`src/hw/rtl/ctl_pkg.sv`:
```
package ctl_pkg;

  // Token kinds on the result channel
  localparam logic [3:0] KIND_NONE    = 4'd0;
  localparam logic [3:0] KIND_NEWLINE = 4'd1;
  localparam logic [3:0] KIND_CALL    = 4'd2;
  localparam logic [3:0] KIND_MEMBER  = 4'd3;
  localparam logic [3:0] KIND_INDEX   = 4'd4;
  localparam logic [3:0] KIND_OR      = 4'd5;
  localparam logic [3:0] KIND_AND     = 4'd6;
  localparam logic [3:0] KIND_CMP     = 4'd7;
  localparam logic [3:0] KIND_OPTIONS = 4'd8;
  localparam logic [3:0] KIND_ELSE    = 4'd9;

  localparam int unsigned MASK_W      = 10;
  localparam int unsigned RECOVER_BIT = 9;
  localparam int unsigned CP_W        = 21;
  localparam int unsigned LETTER_W    = 7;
  localparam int unsigned QUEUE_DEPTH = 2;

  // Character codes
  localparam logic [CP_W-1:0] CP_END    = 21'h00;
  localparam logic [CP_W-1:0] CP_TAB    = 21'h09;
  localparam logic [CP_W-1:0] CP_NL     = 21'h0A;
  localparam logic [CP_W-1:0] CP_CR     = 21'h0D;
  localparam logic [CP_W-1:0] CP_SPACE  = 21'h20;
  localparam logic [CP_W-1:0] CP_BANG   = 21'h21;
  localparam logic [CP_W-1:0] CP_LPAREN = 21'h28;
  localparam logic [CP_W-1:0] CP_COMMA  = 21'h2C;
  localparam logic [CP_W-1:0] CP_DOT    = 21'h2E;
  localparam logic [CP_W-1:0] CP_SLASH  = 21'h2F;
  localparam logic [CP_W-1:0] CP_DIG0   = 21'h30;
  localparam logic [CP_W-1:0] CP_DIG9   = 21'h39;
  localparam logic [CP_W-1:0] CP_LT     = 21'h3C;
  localparam logic [CP_W-1:0] CP_EQ     = 21'h3D;
  localparam logic [CP_W-1:0] CP_GT     = 21'h3E;
  localparam logic [CP_W-1:0] CP_UPA    = 21'h41;
  localparam logic [CP_W-1:0] CP_UPZ    = 21'h5A;
  localparam logic [CP_W-1:0] CP_LBRACK = 21'h5B;
  localparam logic [CP_W-1:0] CP_UNDER  = 21'h5F;
  localparam logic [CP_W-1:0] CP_LOA    = 21'h61;
  localparam logic [CP_W-1:0] CP_LOZ    = 21'h7A;
  localparam logic [CP_W-1:0] CP_LBRACE = 21'h7B;

  // Letters of the keywords
  localparam logic [LETTER_W-1:0] LT_A = 7'h61;
  localparam logic [LETTER_W-1:0] LT_D = 7'h64;
  localparam logic [LETTER_W-1:0] LT_E = 7'h65;
  localparam logic [LETTER_W-1:0] LT_L = 7'h6C;
  localparam logic [LETTER_W-1:0] LT_N = 7'h6E;
  localparam logic [LETTER_W-1:0] LT_O = 7'h6F;
  localparam logic [LETTER_W-1:0] LT_R = 7'h72;
  localparam logic [LETTER_W-1:0] LT_S = 7'h73;

  typedef enum logic [3:0] {
    CLS_END,
    CLS_NEWLINE,
    CLS_BLANK,
    CLS_SLASH,
    CLS_DOT,
    CLS_BRACKET,
    CLS_PAREN,
    CLS_CMP,
    CLS_BRACE,
    CLS_EQ,
    CLS_COMMA,
    CLS_LOWER,
    CLS_IDENT,
    CLS_OTHER
  } char_class_e;

  typedef struct packed {
    logic                start;
    logic [MASK_W-1:0]   mask;
    char_class_e         cls;
    logic [LETTER_W-1:0] letter;
  } item_t;

  // Keep the found token if allowed, otherwise fall back to newline
  function automatic logic [3:0] finish_kind(logic [3:0] cand, logic nl_seen,
                                             logic [MASK_W-1:0] mask);
    logic [MASK_W-1:0] sh;
    logic [3:0]        kind;
    sh   = mask >> (cand - 4'd1);
    kind = KIND_NONE;
    if (cand != KIND_NONE && sh[0]) begin
      kind = cand;
    end else if (nl_seen && mask[0]) begin
      kind = KIND_NEWLINE;
    end
    return kind;
  endfunction

endpackage

```
`src/hw/rtl/ctl_front.sv`:
```
module ctl_front (
  input  logic                        in_valid_i,
  output logic                        in_ready_o,
  input  logic                        scan_start_i,
  input  logic [ctl_pkg::MASK_W-1:0]  allowed_mask_i,
  input  logic [ctl_pkg::CP_W-1:0]    code_point_i,
  input  logic                        q_full_i,
  output logic                        push_o,
  output ctl_pkg::item_t              item_o
);

  ctl_pkg::char_class_e cls;

  always_comb begin
    if (code_point_i == ctl_pkg::CP_END) begin
      cls = ctl_pkg::CLS_END;
    end else if (code_point_i == ctl_pkg::CP_NL) begin
      cls = ctl_pkg::CLS_NEWLINE;
    end else if (code_point_i == ctl_pkg::CP_SPACE || code_point_i == ctl_pkg::CP_TAB ||
                 code_point_i == ctl_pkg::CP_CR) begin
      cls = ctl_pkg::CLS_BLANK;
    end else if (code_point_i == ctl_pkg::CP_SLASH) begin
      cls = ctl_pkg::CLS_SLASH;
    end else if (code_point_i == ctl_pkg::CP_DOT) begin
      cls = ctl_pkg::CLS_DOT;
    end else if (code_point_i == ctl_pkg::CP_LBRACK) begin
      cls = ctl_pkg::CLS_BRACKET;
    end else if (code_point_i == ctl_pkg::CP_LPAREN) begin
      cls = ctl_pkg::CLS_PAREN;
    end else if (code_point_i == ctl_pkg::CP_LT || code_point_i == ctl_pkg::CP_GT ||
                 code_point_i == ctl_pkg::CP_BANG) begin
      cls = ctl_pkg::CLS_CMP;
    end else if (code_point_i == ctl_pkg::CP_LBRACE) begin
      cls = ctl_pkg::CLS_BRACE;
    end else if (code_point_i == ctl_pkg::CP_EQ) begin
      cls = ctl_pkg::CLS_EQ;
    end else if (code_point_i == ctl_pkg::CP_COMMA) begin
      cls = ctl_pkg::CLS_COMMA;
    end else if (code_point_i inside {[ctl_pkg::CP_LOA:ctl_pkg::CP_LOZ]}) begin
      cls = ctl_pkg::CLS_LOWER;
    end else if (code_point_i inside {[ctl_pkg::CP_UPA:ctl_pkg::CP_UPZ],
                                      [ctl_pkg::CP_DIG0:ctl_pkg::CP_DIG9],
                                      ctl_pkg::CP_UNDER}) begin
      cls = ctl_pkg::CLS_IDENT;
    end else begin
      cls = ctl_pkg::CLS_OTHER;
    end
  end

  assign in_ready_o    = !q_full_i;
  assign push_o        = in_valid_i && !q_full_i;
  assign item_o.start  = scan_start_i;
  assign item_o.mask   = allowed_mask_i;
  assign item_o.cls    = cls;
  assign item_o.letter = code_point_i[ctl_pkg::LETTER_W-1:0];

endmodule

```
`src/hw/rtl/ctl_fifo.sv`:
```
module ctl_fifo (
  input  logic           clk_i,
  input  logic           rst_ni,
  input  logic           push_i,
  input  ctl_pkg::item_t item_i,
  input  logic           pop_i,
  output ctl_pkg::item_t item_o,
  output logic           full_o,
  output logic           empty_o
);

  localparam int unsigned PtrW = $clog2(ctl_pkg::QUEUE_DEPTH);
  localparam int unsigned CntW = $clog2(ctl_pkg::QUEUE_DEPTH + 1);

  ctl_pkg::item_t slot_q [ctl_pkg::QUEUE_DEPTH];
  logic [PtrW-1:0] wr_q, wr_d, rd_q, rd_d;
  logic [CntW-1:0] cnt_q, cnt_d;

  assign full_o  = (cnt_q == CntW'(ctl_pkg::QUEUE_DEPTH));
  assign empty_o = (cnt_q == '0);
  assign item_o  = slot_q[rd_q];

  always_comb begin
    wr_d  = wr_q;
    rd_d  = rd_q;
    cnt_d = cnt_q;
    if (push_i) begin
      wr_d = (wr_q == PtrW'(ctl_pkg::QUEUE_DEPTH - 1)) ? '0 : wr_q + 1'b1;
    end
    if (pop_i) begin
      rd_d = (rd_q == PtrW'(ctl_pkg::QUEUE_DEPTH - 1)) ? '0 : rd_q + 1'b1;
    end
    if (push_i && !pop_i) begin
      cnt_d = cnt_q + 1'b1;
    end else if (pop_i && !push_i) begin
      cnt_d = cnt_q - 1'b1;
    end
  end

  always_ff @(posedge clk_i or negedge rst_ni) begin
    if (!rst_ni) begin
      wr_q  <= '0;
      rd_q  <= '0;
      cnt_q <= '0;
    end else begin
      wr_q  <= wr_d;
      rd_q  <= rd_d;
      cnt_q <= cnt_d;
    end
  end

  always_ff @(posedge clk_i) begin
    if (push_i) begin
      slot_q[wr_q] <= item_i;
    end
  end

  a_no_overflow: assert property (@(posedge clk_i) disable iff (!rst_ni)
    full_o |-> !push_i) else $error("queue written while full");

endmodule

```
`src/hw/rtl/ctl_back.sv`:
```
module ctl_back #(
  parameter int unsigned WORD_LIMIT = 5
) (
  input  logic           clk_i,
  input  logic           rst_ni,
  input  ctl_pkg::item_t item_i,
  input  logic           empty_i,
  output logic           pop_o,
  output logic           out_valid_o,
  input  logic           out_ready_i,
  output logic [3:0]     token_kind_o
);

  localparam int unsigned LenW = $clog2(WORD_LIMIT + 1);
  localparam int unsigned IdxW = $clog2(WORD_LIMIT);

  localparam logic [2:0] PH_IDLE    = 3'd0;
  localparam logic [2:0] PH_GAP     = 3'd1;
  localparam logic [2:0] PH_SLASH   = 3'd2;
  localparam logic [2:0] PH_COMMENT = 3'd3;
  localparam logic [2:0] PH_EQ      = 3'd4;
  localparam logic [2:0] PH_WORD    = 3'd5;

  logic [2:0]                   phase_q, phase_d, e_phase;
  logic                         nl_q, nl_d, e_nl;
  logic [ctl_pkg::MASK_W-1:0]   mask_q, mask_d, e_mask;
  logic [LenW-1:0]              len_q, len_d, e_len;
  logic [ctl_pkg::LETTER_W-1:0] letters_q [WORD_LIMIT];
  logic                         let_we;
  logic [IdxW-1:0]              let_idx;
  logic                         out_valid_q;
  logic [3:0]                   token_q;
  logic                         emit;
  logic [3:0]                   kind;
  logic                         gap_go, boundary, is_else, is_and, is_or;
  logic [3:0]                   cand;

  // Pop whenever the output register is free or being drained
  assign pop_o = !empty_i && (!out_valid_q || out_ready_i);

  assign is_else = (len_q == LenW'(4)) && letters_q[0] == ctl_pkg::LT_E &&
                   letters_q[1] == ctl_pkg::LT_L && letters_q[2] == ctl_pkg::LT_S &&
                   letters_q[3] == ctl_pkg::LT_E;
  assign is_and  = (len_q == LenW'(3)) && letters_q[0] == ctl_pkg::LT_A &&
                   letters_q[1] == ctl_pkg::LT_N && letters_q[2] == ctl_pkg::LT_D;
  assign is_or   = (len_q == LenW'(2)) && letters_q[0] == ctl_pkg::LT_O &&
                   letters_q[1] == ctl_pkg::LT_R;
  assign boundary = (item_i.cls != ctl_pkg::CLS_LOWER) &&
                    (item_i.cls != ctl_pkg::CLS_IDENT);

  always_comb begin
    e_phase = item_i.start ? PH_GAP : phase_q;
    e_nl    = item_i.start ? 1'b0 : nl_q;
    e_mask  = item_i.start ? item_i.mask : mask_q;
    e_len   = item_i.start ? '0 : len_q;
    gap_go  = (e_phase == PH_GAP) ||
              (e_phase == PH_COMMENT && (item_i.cls == ctl_pkg::CLS_END ||
                                         item_i.cls == ctl_pkg::CLS_NEWLINE));
    cand    = ctl_pkg::KIND_NONE;
    if (is_else && boundary && e_mask[ctl_pkg::KIND_ELSE - 4'd1]) begin
      cand = ctl_pkg::KIND_ELSE;
    end else if (is_and && boundary) begin
      cand = ctl_pkg::KIND_AND;
    end else if (is_or && boundary) begin
      cand = ctl_pkg::KIND_OR;
    end

    phase_d = phase_q;
    nl_d    = nl_q;
    mask_d  = mask_q;
    len_d   = len_q;
    let_we  = 1'b0;
    let_idx = '0;
    emit    = 1'b0;
    kind    = ctl_pkg::KIND_NONE;

    if (pop_o) begin
      mask_d  = e_mask;
      nl_d    = e_nl;
      len_d   = e_len;
      phase_d = e_phase;
      if (item_i.start && item_i.mask[ctl_pkg::RECOVER_BIT]) begin
        // Error recovery: fail at once
        emit    = 1'b1;
        phase_d = PH_IDLE;
      end else if (gap_go) begin
        case (item_i.cls)
          ctl_pkg::CLS_BLANK: phase_d = PH_GAP;
          ctl_pkg::CLS_NEWLINE: begin
            nl_d    = 1'b1;
            phase_d = PH_GAP;
          end
          ctl_pkg::CLS_SLASH: phase_d = PH_SLASH;
          ctl_pkg::CLS_EQ: phase_d = PH_EQ;
          ctl_pkg::CLS_LOWER: begin
            let_we  = 1'b1;
            len_d   = LenW'(1);
            phase_d = PH_WORD;
          end
          ctl_pkg::CLS_COMMA: begin
            emit    = 1'b1;
            phase_d = PH_IDLE;
          end
          ctl_pkg::CLS_DOT: begin
            emit = 1'b1;
            kind = ctl_pkg::finish_kind(ctl_pkg::KIND_MEMBER, e_nl, e_mask);
          end
          ctl_pkg::CLS_BRACKET: begin
            emit = 1'b1;
            kind = ctl_pkg::finish_kind(ctl_pkg::KIND_INDEX, e_nl, e_mask);
          end
          ctl_pkg::CLS_PAREN: begin
            emit = 1'b1;
            kind = ctl_pkg::finish_kind(ctl_pkg::KIND_CALL, e_nl, e_mask);
          end
          ctl_pkg::CLS_CMP: begin
            emit = 1'b1;
            kind = ctl_pkg::finish_kind(ctl_pkg::KIND_CMP, e_nl, e_mask);
          end
          ctl_pkg::CLS_BRACE: begin
            emit = 1'b1;
            kind = ctl_pkg::finish_kind(ctl_pkg::KIND_OPTIONS, e_nl, e_mask);
          end
          default: begin
            emit = 1'b1;
            kind = ctl_pkg::finish_kind(ctl_pkg::KIND_NONE, e_nl, e_mask);
          end
        endcase
        if (emit) begin
          phase_d = PH_IDLE;
        end
      end else begin
        case (e_phase)
          PH_SLASH: begin
            if (item_i.cls == ctl_pkg::CLS_SLASH) begin
              phase_d = PH_COMMENT;
            end else begin
              // Lone slash fails the scan
              emit    = 1'b1;
              phase_d = PH_IDLE;
            end
          end
          PH_COMMENT: phase_d = PH_COMMENT;
          PH_EQ: begin
            emit    = 1'b1;
            phase_d = PH_IDLE;
            kind    = ctl_pkg::finish_kind((item_i.cls == ctl_pkg::CLS_EQ) ?
                                           ctl_pkg::KIND_CMP : ctl_pkg::KIND_NONE,
                                           e_nl, e_mask);
          end
          PH_WORD: begin
            if (item_i.cls == ctl_pkg::CLS_LOWER && len_q < LenW'(WORD_LIMIT)) begin
              let_we  = 1'b1;
              let_idx = len_q[IdxW-1:0];
              len_d   = len_q + 1'b1;
            end else begin
              emit    = 1'b1;
              phase_d = PH_IDLE;
              kind    = ctl_pkg::finish_kind(cand, e_nl, e_mask);
            end
          end
          default: phase_d = PH_IDLE;
        endcase
      end
    end
  end

  always_ff @(posedge clk_i or negedge rst_ni) begin
    if (!rst_ni) begin
      phase_q     <= PH_IDLE;
      nl_q        <= 1'b0;
      mask_q      <= '0;
      len_q       <= '0;
      out_valid_q <= 1'b0;
      token_q     <= ctl_pkg::KIND_NONE;
    end else begin
      phase_q <= phase_d;
      nl_q    <= nl_d;
      mask_q  <= mask_d;
      len_q   <= len_d;
      if (emit) begin
        out_valid_q <= 1'b1;
        token_q     <= kind;
      end else if (out_ready_i) begin
        out_valid_q <= 1'b0;
      end
    end
  end

  always_ff @(posedge clk_i) begin
    if (let_we) begin
      letters_q[let_idx] <= item_i.letter;
    end
  end

  assign out_valid_o  = out_valid_q;
  assign token_kind_o = token_q;

  a_recover_fails: assert property (@(posedge clk_i) disable iff (!rst_ni)
    (pop_o && item_i.start && item_i.mask[ctl_pkg::RECOVER_BIT])
    |=> (out_valid_q && token_q == ctl_pkg::KIND_NONE))
    else $error("error recovery did not fail the scan");

  a_no_pop_on_stall: assert property (@(posedge clk_i) disable iff (!rst_ni)
    (out_valid_q && !out_ready_i) |-> !pop_o)
    else $error("transaction popped while result stalled");

  a_len_bound: assert property (@(posedge clk_i) disable iff (!rst_ni)
    len_q <= LenW'(WORD_LIMIT)) else $error("word length beyond limit");

  a_result_ends_scan: assert property (@(posedge clk_i) disable iff (!rst_ni)
    emit |=> phase_q == PH_IDLE) else $error("scan still running after result");

endmodule

```
`src/hw/rtl/continuation_token_lookahead_top.sv`:
```
// Channel  | Signals                                             | Direction
// ---------+-----------------------------------------------------+----------
// input    | in_valid_i, in_ready_o, scan_start_i,               | in
//          | allowed_mask_i, code_point_i                        |
// result   | out_valid_o, out_ready_i, token_kind_o              | out
//
// One character a cycle sustained while the result side does not stall; the deciding
// character is written into a queue slot, and its result then into the output register.
// The classifier and a two-entry queue take a character whenever the queue
// has room; the scan engine pops one entry a cycle while the output register
// is free or draining. Reset clears the queue, the scan state and the output.
// A stall on the result side fills the queue and then drops in_ready_o.
module continuation_token_lookahead_top #(
  parameter int unsigned WORD_LIMIT = 5
) (
  input  logic                        clk_i,
  input  logic                        rst_ni,
  input  logic                        in_valid_i,
  output logic                        in_ready_o,
  input  logic                        scan_start_i,
  input  logic [ctl_pkg::MASK_W-1:0]  allowed_mask_i,
  input  logic [ctl_pkg::CP_W-1:0]    code_point_i,
  output logic                        out_valid_o,
  input  logic                        out_ready_i,
  output logic [3:0]                  token_kind_o
);

  ctl_pkg::item_t push_item, head_item;
  logic           push, pop, q_full, q_empty;

  ctl_front u_front (
    .in_valid_i     (in_valid_i),
    .in_ready_o     (in_ready_o),
    .scan_start_i   (scan_start_i),
    .allowed_mask_i (allowed_mask_i),
    .code_point_i   (code_point_i),
    .q_full_i       (q_full),
    .push_o         (push),
    .item_o         (push_item)
  );

  ctl_fifo u_fifo (
    .clk_i   (clk_i),
    .rst_ni  (rst_ni),
    .push_i  (push),
    .item_i  (push_item),
    .pop_i   (pop),
    .item_o  (head_item),
    .full_o  (q_full),
    .empty_o (q_empty)
  );

  ctl_back #(
    .WORD_LIMIT (WORD_LIMIT)
  ) u_back (
    .clk_i        (clk_i),
    .rst_ni       (rst_ni),
    .item_i       (head_item),
    .empty_i      (q_empty),
    .pop_o        (pop),
    .out_valid_o  (out_valid_o),
    .out_ready_i  (out_ready_i),
    .token_kind_o (token_kind_o)
  );

endmodule

```
`config.mk`:
```
export PLATFORM = sky130hd
export DESIGN_NAME = continuation_token_lookahead_top
export DESIGN_NICKNAME = d
export VERILOG_FILES = /design/src/hw/rtl/ctl_pkg.sv /design/src/hw/rtl/ctl_front.sv /design/src/hw/rtl/ctl_fifo.sv /design/src/hw/rtl/ctl_back.sv /design/src/hw/rtl/continuation_token_lookahead_top.sv
export SDC_FILE = /design/constraint.sdc
export NUM_CORES = 1
export LEC_CHECK = 0
export BUFFER_PORTS_ARGS = -buffer_cell sky130_fd_sc_hd__buf_2
export CAP_MARGIN = 40
export CORE_AREA = 3 3 95 97
export DETAILED_ROUTE_END_ITERATION = 16
export DIE_AREA = 0 0 98 100
export PLACE_DENSITY = 0.89
export RECOVER_POWER = 50
export SLEW_MARGIN = 20
export SYNTH_ARGS = -nofsm -noshare
export SYNTH_HDL_FRONTEND = slang
export SYNTH_SLANG_ARGS = --single-unit
```
`constraint.sdc`:
```
create_clock -name clk_i -period 3.5 [get_ports clk_i]
set_input_delay 0.7 -clock clk_i [delete_from_list [all_inputs] [get_ports clk_i]]
set_output_delay 0.7 -clock clk_i [all_outputs]
set_load 0.02 [all_outputs]
```
==> results of run 1 <==
## worst max-delay path by stage
| stage | end | slack [ns] |
|---|---|---|
| 3_5_place_dp | u_back.letters_q[0][0] | 0.59 |
| 5_1_grt | u_back.letters_q[0][4] | 0.26 |
| 6_report | u_back.letters_q[0][4] | 0.47 |
| 3_3_place_gp | u_back.letters_q[0][5] | 0.70 |
| 2_1_floorplan | u_back.letters_q[2][0] | 0.78 |
| 4_1_cts | u_back.letters_q[0][0] | 0.57 |
## cell type report
| cell class | instances | area share |
|---|---|---|
| Sequential cell | 97 | 0.513 |
| Tap cell | 105 | 0.0242 |
| Inverter | 15 | 0.0104 |
| Timing Repair Buffer | 51 | 0.0481 |
| Multi-Input combinational cell | 292 | 0.364 |
| Clock inverter | 7 | 0.0177 |
| Clock buffer | 9 | 0.0228 |
## worst max-delay path: stages (launching register included)
cell	delay [ns]
dfrtp_1	0.47
buf_4	0.23
mux2i_1	0.55
o31ai_1	0.23
nor2_1	0.65
o21ai_0	0.24
nand2_1	0.18
a21oi_1	0.06
buf_4	0.18
## flip-flops by register name, indices dropped and copies added (netlist names)
signal	cells
u_back.phase_q	3
u_back.token_kind_o	4
u_fifo.rd_q	1
u_back.mask_q	9
u_back.nl_q	1
u_fifo.wr_q	1
u_fifo.slot_q	44
u_back.len_q	3
u_back.out_valid_o	1
u_fifo.cnt_q	2
u_back.letters_q	28
## power groups by stage
stage / Clock, mW / Combinational [mW] / Sequential, mW
final: 0.779 / 1.40 / 1.68
after floorplan: 0 / 1.05 / 1.67
after global placement: 0 / 1.34 / 1.68
after detailed placement: 0 / 1.40 / 1.70
after CTS: 0.788 / 1.41 / 1.68
after global routing: 0.836 / 1.53 / 1.70
## Yosys cell counts, drive strengths merged (2+ instances only)
| cell type | count |
|---|---|
| dfrtp | 25 |
| xnor2 | 5 |
| nand2b | 3 |
| mux2i | 21 |
| o22ai | 7 |
| a32oi | 2 |
| o211a | 2 |
| or4 | 2 |
| a21oi | 30 |
| ha | 6 |
| a31oi | 3 |
| a22o | 3 |
| o31ai | 3 |
| nor4bb | 2 |
| or3 | 5 |
| nor2 | 34 |
| and3b | 3 |
| mux2 | 16 |
| nor4b | 6 |
| nor2b | 5 |
| o21ai | 25 |
| edfxtp | 72 |
| nand4 | 5 |
| nor4 | 4 |
| nor3b | 4 |
| or2 | 4 |
| nor3 | 10 |
| nand3b | 2 |
| a211oi | 2 |
| inv | 15 |
| o221ai | 4 |
| and3 | 5 |
| nand3 | 9 |
| and2 | 3 |
| xor2 | 3 |
| nand2 | 35 |
| buf | 6 |
| clkbuf | 12 |
## cell families (layout without fill, tap and decap cells)
logic type / after synthesis / in the layout / synth area share
adder cells (fa/ha/maj): 6 / 6 / 0.0153
buffers and inverters: 33 / 82 / 0.0303
flip-flops: 97 / 97 / 0.567
AO/OA/AOI/OAI: 97 / 97 / 0.133
multiplexers: 37 / 37 / 0.0825
XOR/XNOR: 8 / 8 / 0.0143
AND/OR/NAND/NOR: 144 / 144 / 0.158
## layout by cell type, fill, tap and decap left out, types with 4 or more instances in the layout
cell type  count
edfxtp_1      72
nand2_1       35
nor2_1        33
a21oi_1       29
buf_2         29
dfrtp_1       25
o21ai_0       22
mux2i_1       20
inv_1         15
clkbuf_1      15
nor3_1        10
nand3_1        9
clkbuf_8       9
mux2_1         7
mux2_2         6
o22ai_1        6
ha_1           6
buf_4          6
nand4_1        5
nor2b_1        5
nor4b_1        5
or3_1          5
xnor2_1        5
and3_1         5
nor3b_1        4
nor4_1         4
or2_2          4
## layer usage
layer	GRT usage	wire [µm]	vias up
li1	-	-	1685
met1	0.278	4210	1743
met2	0.394	5340	172
met3	0.0375	701	27
met4	0.0841	256	0
met5	0	0	-
## metrics by stage
step	instance area [µm²]	total power [mW]
6_report	5440	3.86
5_1_grt	5440	4.07
4_1_cts	5470	3.88
3_5_place_dp	5250	3.10
3_3_place_gp	5220	3.02
2_1_floorplan	4920	2.72
==> results.md, run 1 <==
- Setup bufs post-CTS: 0
- Synthesis Warnings: 0
- Number of synthesized flops with an enable pin: between 70 and 80
- Pin count of the biggest net entering global routing: 26
- Setup Slack @ Placement: slightly below 0.6 ns
- Layout net count: between 500 and 600
- Clock share of power: 0.202
- Total vias in the final route: approximately 3,600
- Min setup slack post-route: about 0.47 ns
- Average size of a mapped cell: approximately 12 µm²
- Clock Root Buffer: clkbuf_8
- Crit Path Max Fanout: 12
- Final ANT Viol Nets: 0
- Initial antenna violation count: 0
- Status: completed
- Hold Buf Count CTS: 0
- R2R cell count: 8
- Height of the chip: roughly 100 µm
- Clock sink count: 97
- Min-delay src: u_fifo.cnt_q[1]
- # fillers: approximately 620
- Post-DP HPWL: ~7.7 mm
- Fin. Hold Viols: 0
- 1st-iter DRT viols: approximately 330
- Vias per cell: around 6.3
- Number of inserted diodes: 0
- R2R Path End: u_back.letters_q[0][4]
- Worst Skew: between 0.01 and 0.015 ns
- Setup_tns: 0 ns
- Setup violators final: 0
- Max-slew violation count: 0
- Hold depth: 1
- CP Class: flop to flop
- Yosys top cell by area: edfxtp_1
- Util after Layout: 0.662
- Io pins: between 40 and 50
- Register area share after synthesis: 0.567
- Sw Ratio: 0.370
- Minimum clock period: about 3.0 ns
- Routability cong.: ~1.0
- Global-route wire length before repair: 17.4 mm
- Crit share post-route: 0.866
- Die area: slightly below 0.01 mm²
- Worst-Margin Slew: between 1 and 1.5 ns
- Wire per inst: approximately 18 µm
- Total grt overflow: 0
- Pwr Density: between 700 and 800 mW/mm²
- Initial DRT Pass Iterations: 5
- Synth area leaders: edfxtp_1 (44%), dfrtp_1 (13%), mux2i_1 (4.1%)
- Worst setup path startpoint: u_fifo.rd_q
- Leakage power: about 2 nW
- Num CTS Buffers: 9
- Placed cells: 560
- Sequential share of power: 0.435
- Layout Cells excl Fill: approximately 580
- Hold Path End: u_fifo.cnt_q[1]
- Mapped Cells: ~420
- Clk_lat worst skew: roughly 0.36 ns
- Synthesized flop and latch total: just under 100
- Max frequency: approximately 330 MHz
- Post-CTS Resized: 0
- Core area: a little over 0.008 mm²
- CTS tree: built
- PortBufs: between 40 and 50
- Starting Density: 0.598
- Layout cells sized above 1: 0.168
- Syn Nets: 464
- Main synth FF type: edfxtp_1
- Max-slew headroom: 0.0830
- Area of the multi-input gates: between 0.0015 and 0.002 mm²
- Asr flop ratio synth: 0.258
- Reg clk slew, reported paths: around 0.1 ns
- WL final: 10.5 mm
- H-tree Lvls: 3
- Cell Area, Synth: between 0.004 and 0.005 mm²
- Unrepaired setup endpoints after global routing: false
- # Max-Cap Violations: 0
- Logic pwr share: 0.363
- Synthesis-to-layout area growth: 10.6%
- Critical Path End Type: flop
- Storage element area: roughly 0.0028 mm²
- P_sw: ~1.4 mW
- Overall Global Routing Usage: 0.224
- Critical R2R Launch: u_fifo.rd_q
- Flop2flop setup slack: around 0.47 ns
- Worst Setup Start Kind: flop
- Area share of the largest cell type after synthesis: 0.440
- Vias in the first global route: 3,587
- Synth cell types: between 60 and 70
- Residual DRC count: 0
- CP required: between 3 and 4 ns
- Arrival @ worst endpoint: between 3 and 4 ns
- Row cnt: 33
- Hold Path Class: flop to flop
- Hold WS: between 0.5 and 0.6 ns
- Width of the die: roughly 98 µm
- P_int: ~2.4 mW
- VDD IR max: between 0.0004 and 0.0005 V
- Worst-case clock buffer depth: 2
No activity file was read; power rests on OpenSTA's default activity.
==> run 2, diff against run 1 <==
--- a/config.mk
+++ b/config.mk
@@ -7,10 +7,11 @@
 export LEC_CHECK = 0
 export BUFFER_PORTS_ARGS = -buffer_cell sky130_fd_sc_hd__buf_2
 export CAP_MARGIN = 40
-export CORE_AREA = 3 3 95 97
+export CORE_AREA = 3 3 92 94
+export CTS_CLUSTER_DIAMETER = 50
 export DETAILED_ROUTE_END_ITERATION = 16
-export DIE_AREA = 0 0 98 100
-export PLACE_DENSITY = 0.89
+export DIE_AREA = 0 0 95 97
+export PLACE_DENSITY = 0.93
 export RECOVER_POWER = 50
 export SLEW_MARGIN = 20
 export SYNTH_ARGS = -nofsm -noshare
==> constraint.sdc (replaced) <==
create_clock -name clk_i -period 3.8 [get_ports clk_i]
set_input_delay 0.76 -clock clk_i [delete_from_list [all_inputs] [get_ports clk_i]]
set_output_delay 0.76 -clock clk_i [all_outputs]
set_load 0.02 [all_outputs]
==> run 2 against run 1 <==
Global-route usage rose by 2.4 points; power fell by 4.4%; routed wire length increased by 3.4%; non-clock buffer count shrank 1; cell count down 0.69%; utilization up 4.5 points; largest power group unchanged.
==> results.md, run 2 (same netlist as run 1, synthesis figures left out) <==
- Minimum clock period: 3.13 ns (was 3.03 ns)
- Width of the die: 95 µm (was 98 µm)
- Largest Register: u_fifo.slot_q (unchanged)
- Clock share of power: 0.222 (was 0.202)
- Residual DRC count: 0 (unchanged)
- Largest regs: u_fifo.slot_q x44, u_back.letters_q x28, u_back.mask_q x9 (unchanged)
- Worst Skew: 0.0163 ns (was 0.0142 ns)
- PortBufs: 41 (unchanged)
- Synthesis-to-layout area growth: 11.1% (was 10.6%)
- Max-slew headroom: 0.0992 (was 0.0830)
- Reg clk slew, reported paths: 0.11 ns (was 0.10 ns)
- Arrival @ worst endpoint: 3.44 ns (was 3.17 ns)
- Crit share post-route: 0.824 (was 0.866)
- Layout cells sized above 1: 0.162 (was 0.168)
- Height of the chip: 97 µm (was 100 µm)
- CP Class: flop to flop (unchanged)
- Worst path cell trace: buf_4 > mux2i_1 > a221oi_2 > a21oi_2 > o21ai_0 > ha_1 > mux2_4 > o211a_1 > a211oi_2 > and3b_1 > a221o_1 (was buf_4 > mux2i_1 > o31ai_1 > nor2_1 > o21ai_0 > nand2_1 > a21oi_1 > buf_4)
- Overall Global Routing Usage: 0.247 (was 0.224)
- Util after Layout: 0.707 (was 0.662)
- Pwr Density: 675 mW/mm² (was 710 mW/mm²)
- Initial DRT Pass Iterations: 7 (was 5)
- Row cnt: 32 (was 33)
- H-tree Lvls: 3 (unchanged)
- Sw Ratio: 0.358 (was 0.370)
- Post-CTS Resized: 0 (unchanged)
- CP max stage delay: 0.59 ns (was 0.65 ns)
- Power Total: 3.69 mW (was 3.86 mW)
- WL final: 10.9 mm (was 10.5 mm)
- Hold Path Class: flop to flop (unchanged)
- 1st-iter DRT viols: 305 (was 333)
- WP buf/inv: 1 (was 2)
- Post-DP HPWL: 7.76 mm (was 7.69 mm)
- Pin count of the biggest net entering global routing: 26 (unchanged)
- Hold Buf Count CTS: 0 (unchanged)
- P_sw: 1.32 mW (was 1.43 mW)
- Worst-Margin Slew: 1.35 ns (was 1.38 ns)
- Setup_tns: 0 ns (unchanged)
- Clock Root Buffer: clkbuf_8 (unchanged)
- Max-slew violation count: 0 (unchanged)
- Most frequent cells in the layout: edfxtp_1 (72), nand2_1 (35), nor2_1 (34), a21oi_1 (29), buf_2 (26) (was edfxtp_1 (72), nand2_1 (35), nor2_1 (33), a21oi_1 (29), buf_2 (29))
- CTS tree: built (unchanged)
- VDD IR max: 0.000499 V (was 0.000450 V)
- Worst-case clock buffer depth: 2 (unchanged)
- Placed cells: 556 (was 560)
- Unrepaired setup endpoints after global routing: false (unchanged)
- Layout net count: 507 (was 508)
- Starting Density: 0.636 (was 0.598)
- Total grt overflow: 0 (unchanged)
- Clock sink count: 97 (unchanged)
- Die area: 0.00922 mm² (was 0.00980 mm²)
- Crit Path Max Fanout: 13 (was 12)
- Routability cong.: 0.991 (was 1.00)
- Global-route wire length before repair: 17.5 mm (was 17.4 mm)
- Status: completed (unchanged)
- Num CTS Buffers: 9 (unchanged)
- Layout Cells excl Fill: 572 (was 576)
- Sequential share of power: 0.421 (was 0.435)
- Leakage power: 2.07 nW (was 2.06 nW)
- Io pins: 42 (unchanged)
- CP required: 4.11 ns (was 3.63 ns)
- Fin. Hold Viols: 0 (unchanged)
- Vias per cell: 6.37 (was 6.30)
- Final ANT Viol Nets: 0 (unchanged)
- Core area: 0.00773 mm² (was 0.00822 mm²)
- Wire per inst: 19.0 µm (was 18.2 µm)
- Vias in the first global route: 3,564 (was 3,587)
- Crit-path leading delay family: compound AO/OA/AOI/OAI gates (was simple AND/OR/NAND/NOR gates)
- Critical Path End Type: flop (unchanged)
- Max FFs per register: 44 (unchanged)
- Commonest non-fill, non-tap cell in the layout: edfxtp_1 (unchanged)
- # Max-Cap Violations: 0 (unchanged)
- Total vias in the final route: 3,643 (was 3,627)
- Max frequency: 319 MHz (was 330 MHz)
- Clk_lat worst skew: 0.36 ns (about the same)
- Worst Setup Start Kind: flop (unchanged)
- Setup bufs post-CTS: 0 (unchanged)
- Slowest CP cell: dfrtp_1 (was nor2_1)
- Logic pwr share: 0.356 (was 0.363)
- P_int: 2.37 mW (was 2.43 mW)
- Setup violators final: 0 (unchanged)
- Number of inserted diodes: 0 (unchanged)
- Initial antenna violation count: 0 (unchanged)
[run 2: cell type report]
type | count | area [µm²]
Clock buffer | 9 | 124
Inverter | 15 | 56.3
Multi-Input combinational cell | 292 | 1980
Timing Repair Buffer | 50 | 262
Sequential cell | 97 | 2790
Fill cell | 579 | 2260
Clock inverter | 7 | 126
Tap cell | 102 | 128
[run 2: stage by stage]
step / worst slack (ns) / hold WS (ns) / area (µm²)
2_1_floorplan: 1.04 / 0.459 / 4920
3_3_place_gp: 0.907 / 0.474 / 5200
3_5_place_dp: 0.756 / 0.484 / 5240
4_1_cts: 0.725 / 0.390 / 5490
5_1_grt: 0.465 / 0.535 / 5460
6_report: 0.669 / 0.503 / 5460
[run 2: path summary, 6_finish.rpt]
check	startpoint	endpoint	slack [ns]	cells past startpoint
worst max register to register	u_fifo.rd_q	u_back.token_kind_o[2]	0.67	11
worst max-delay path	u_fifo.rd_q	u_back.token_kind_o[2]	0.67	11
max in group asynchronous	rst_ni	u_back.mask_q[4]	2.32	1
min in group asynchronous	rst_ni	u_back.phase_q[1]	0.68	1
worst min-delay path	u_back.out_valid_o	u_back.out_valid_o	0.50	2
worst min register to register	u_back.out_valid_o	u_back.out_valid_o	0.50	2
[run 2: metal layers]
| metal | vias up | track usage | part of all wire |
|---|---|---|---|
| met3 | 28 | 0.0420 | 0.075 |
| met1 | 1733 | 0.326 | 0.41 |
| met5 | - | 0 | 0 |
| met4 | 0 | 0.0888 | 0.021 |
| met2 | 197 | 0.409 | 0.50 |
| li1 | 1685 | - | - |
[run 2: power groups by stage]
stage               combinational, mW  clock [mW]  sequential [mW]
global placement                 1.22           0             1.56
global route                     1.42       0.872             1.58
finish                           1.32       0.820             1.55
detailed placement               1.30           0             1.57
floorplan                       0.970           0             1.54
CTS                              1.31       0.827             1.55
[run 2: worst reg2reg max path: stages (launching register included)]
cell      delay, ns
dfrtp_1        0.59
buf_4          0.28
mux2i_1        0.40
a221oi_2       0.12
a21oi_2        0.22
o21ai_0        0.12
ha_1           0.35
mux2_4         0.32
o211a_1        0.15
a211oi_2       0.23
and3b_1        0.20
a221o_1        0.10
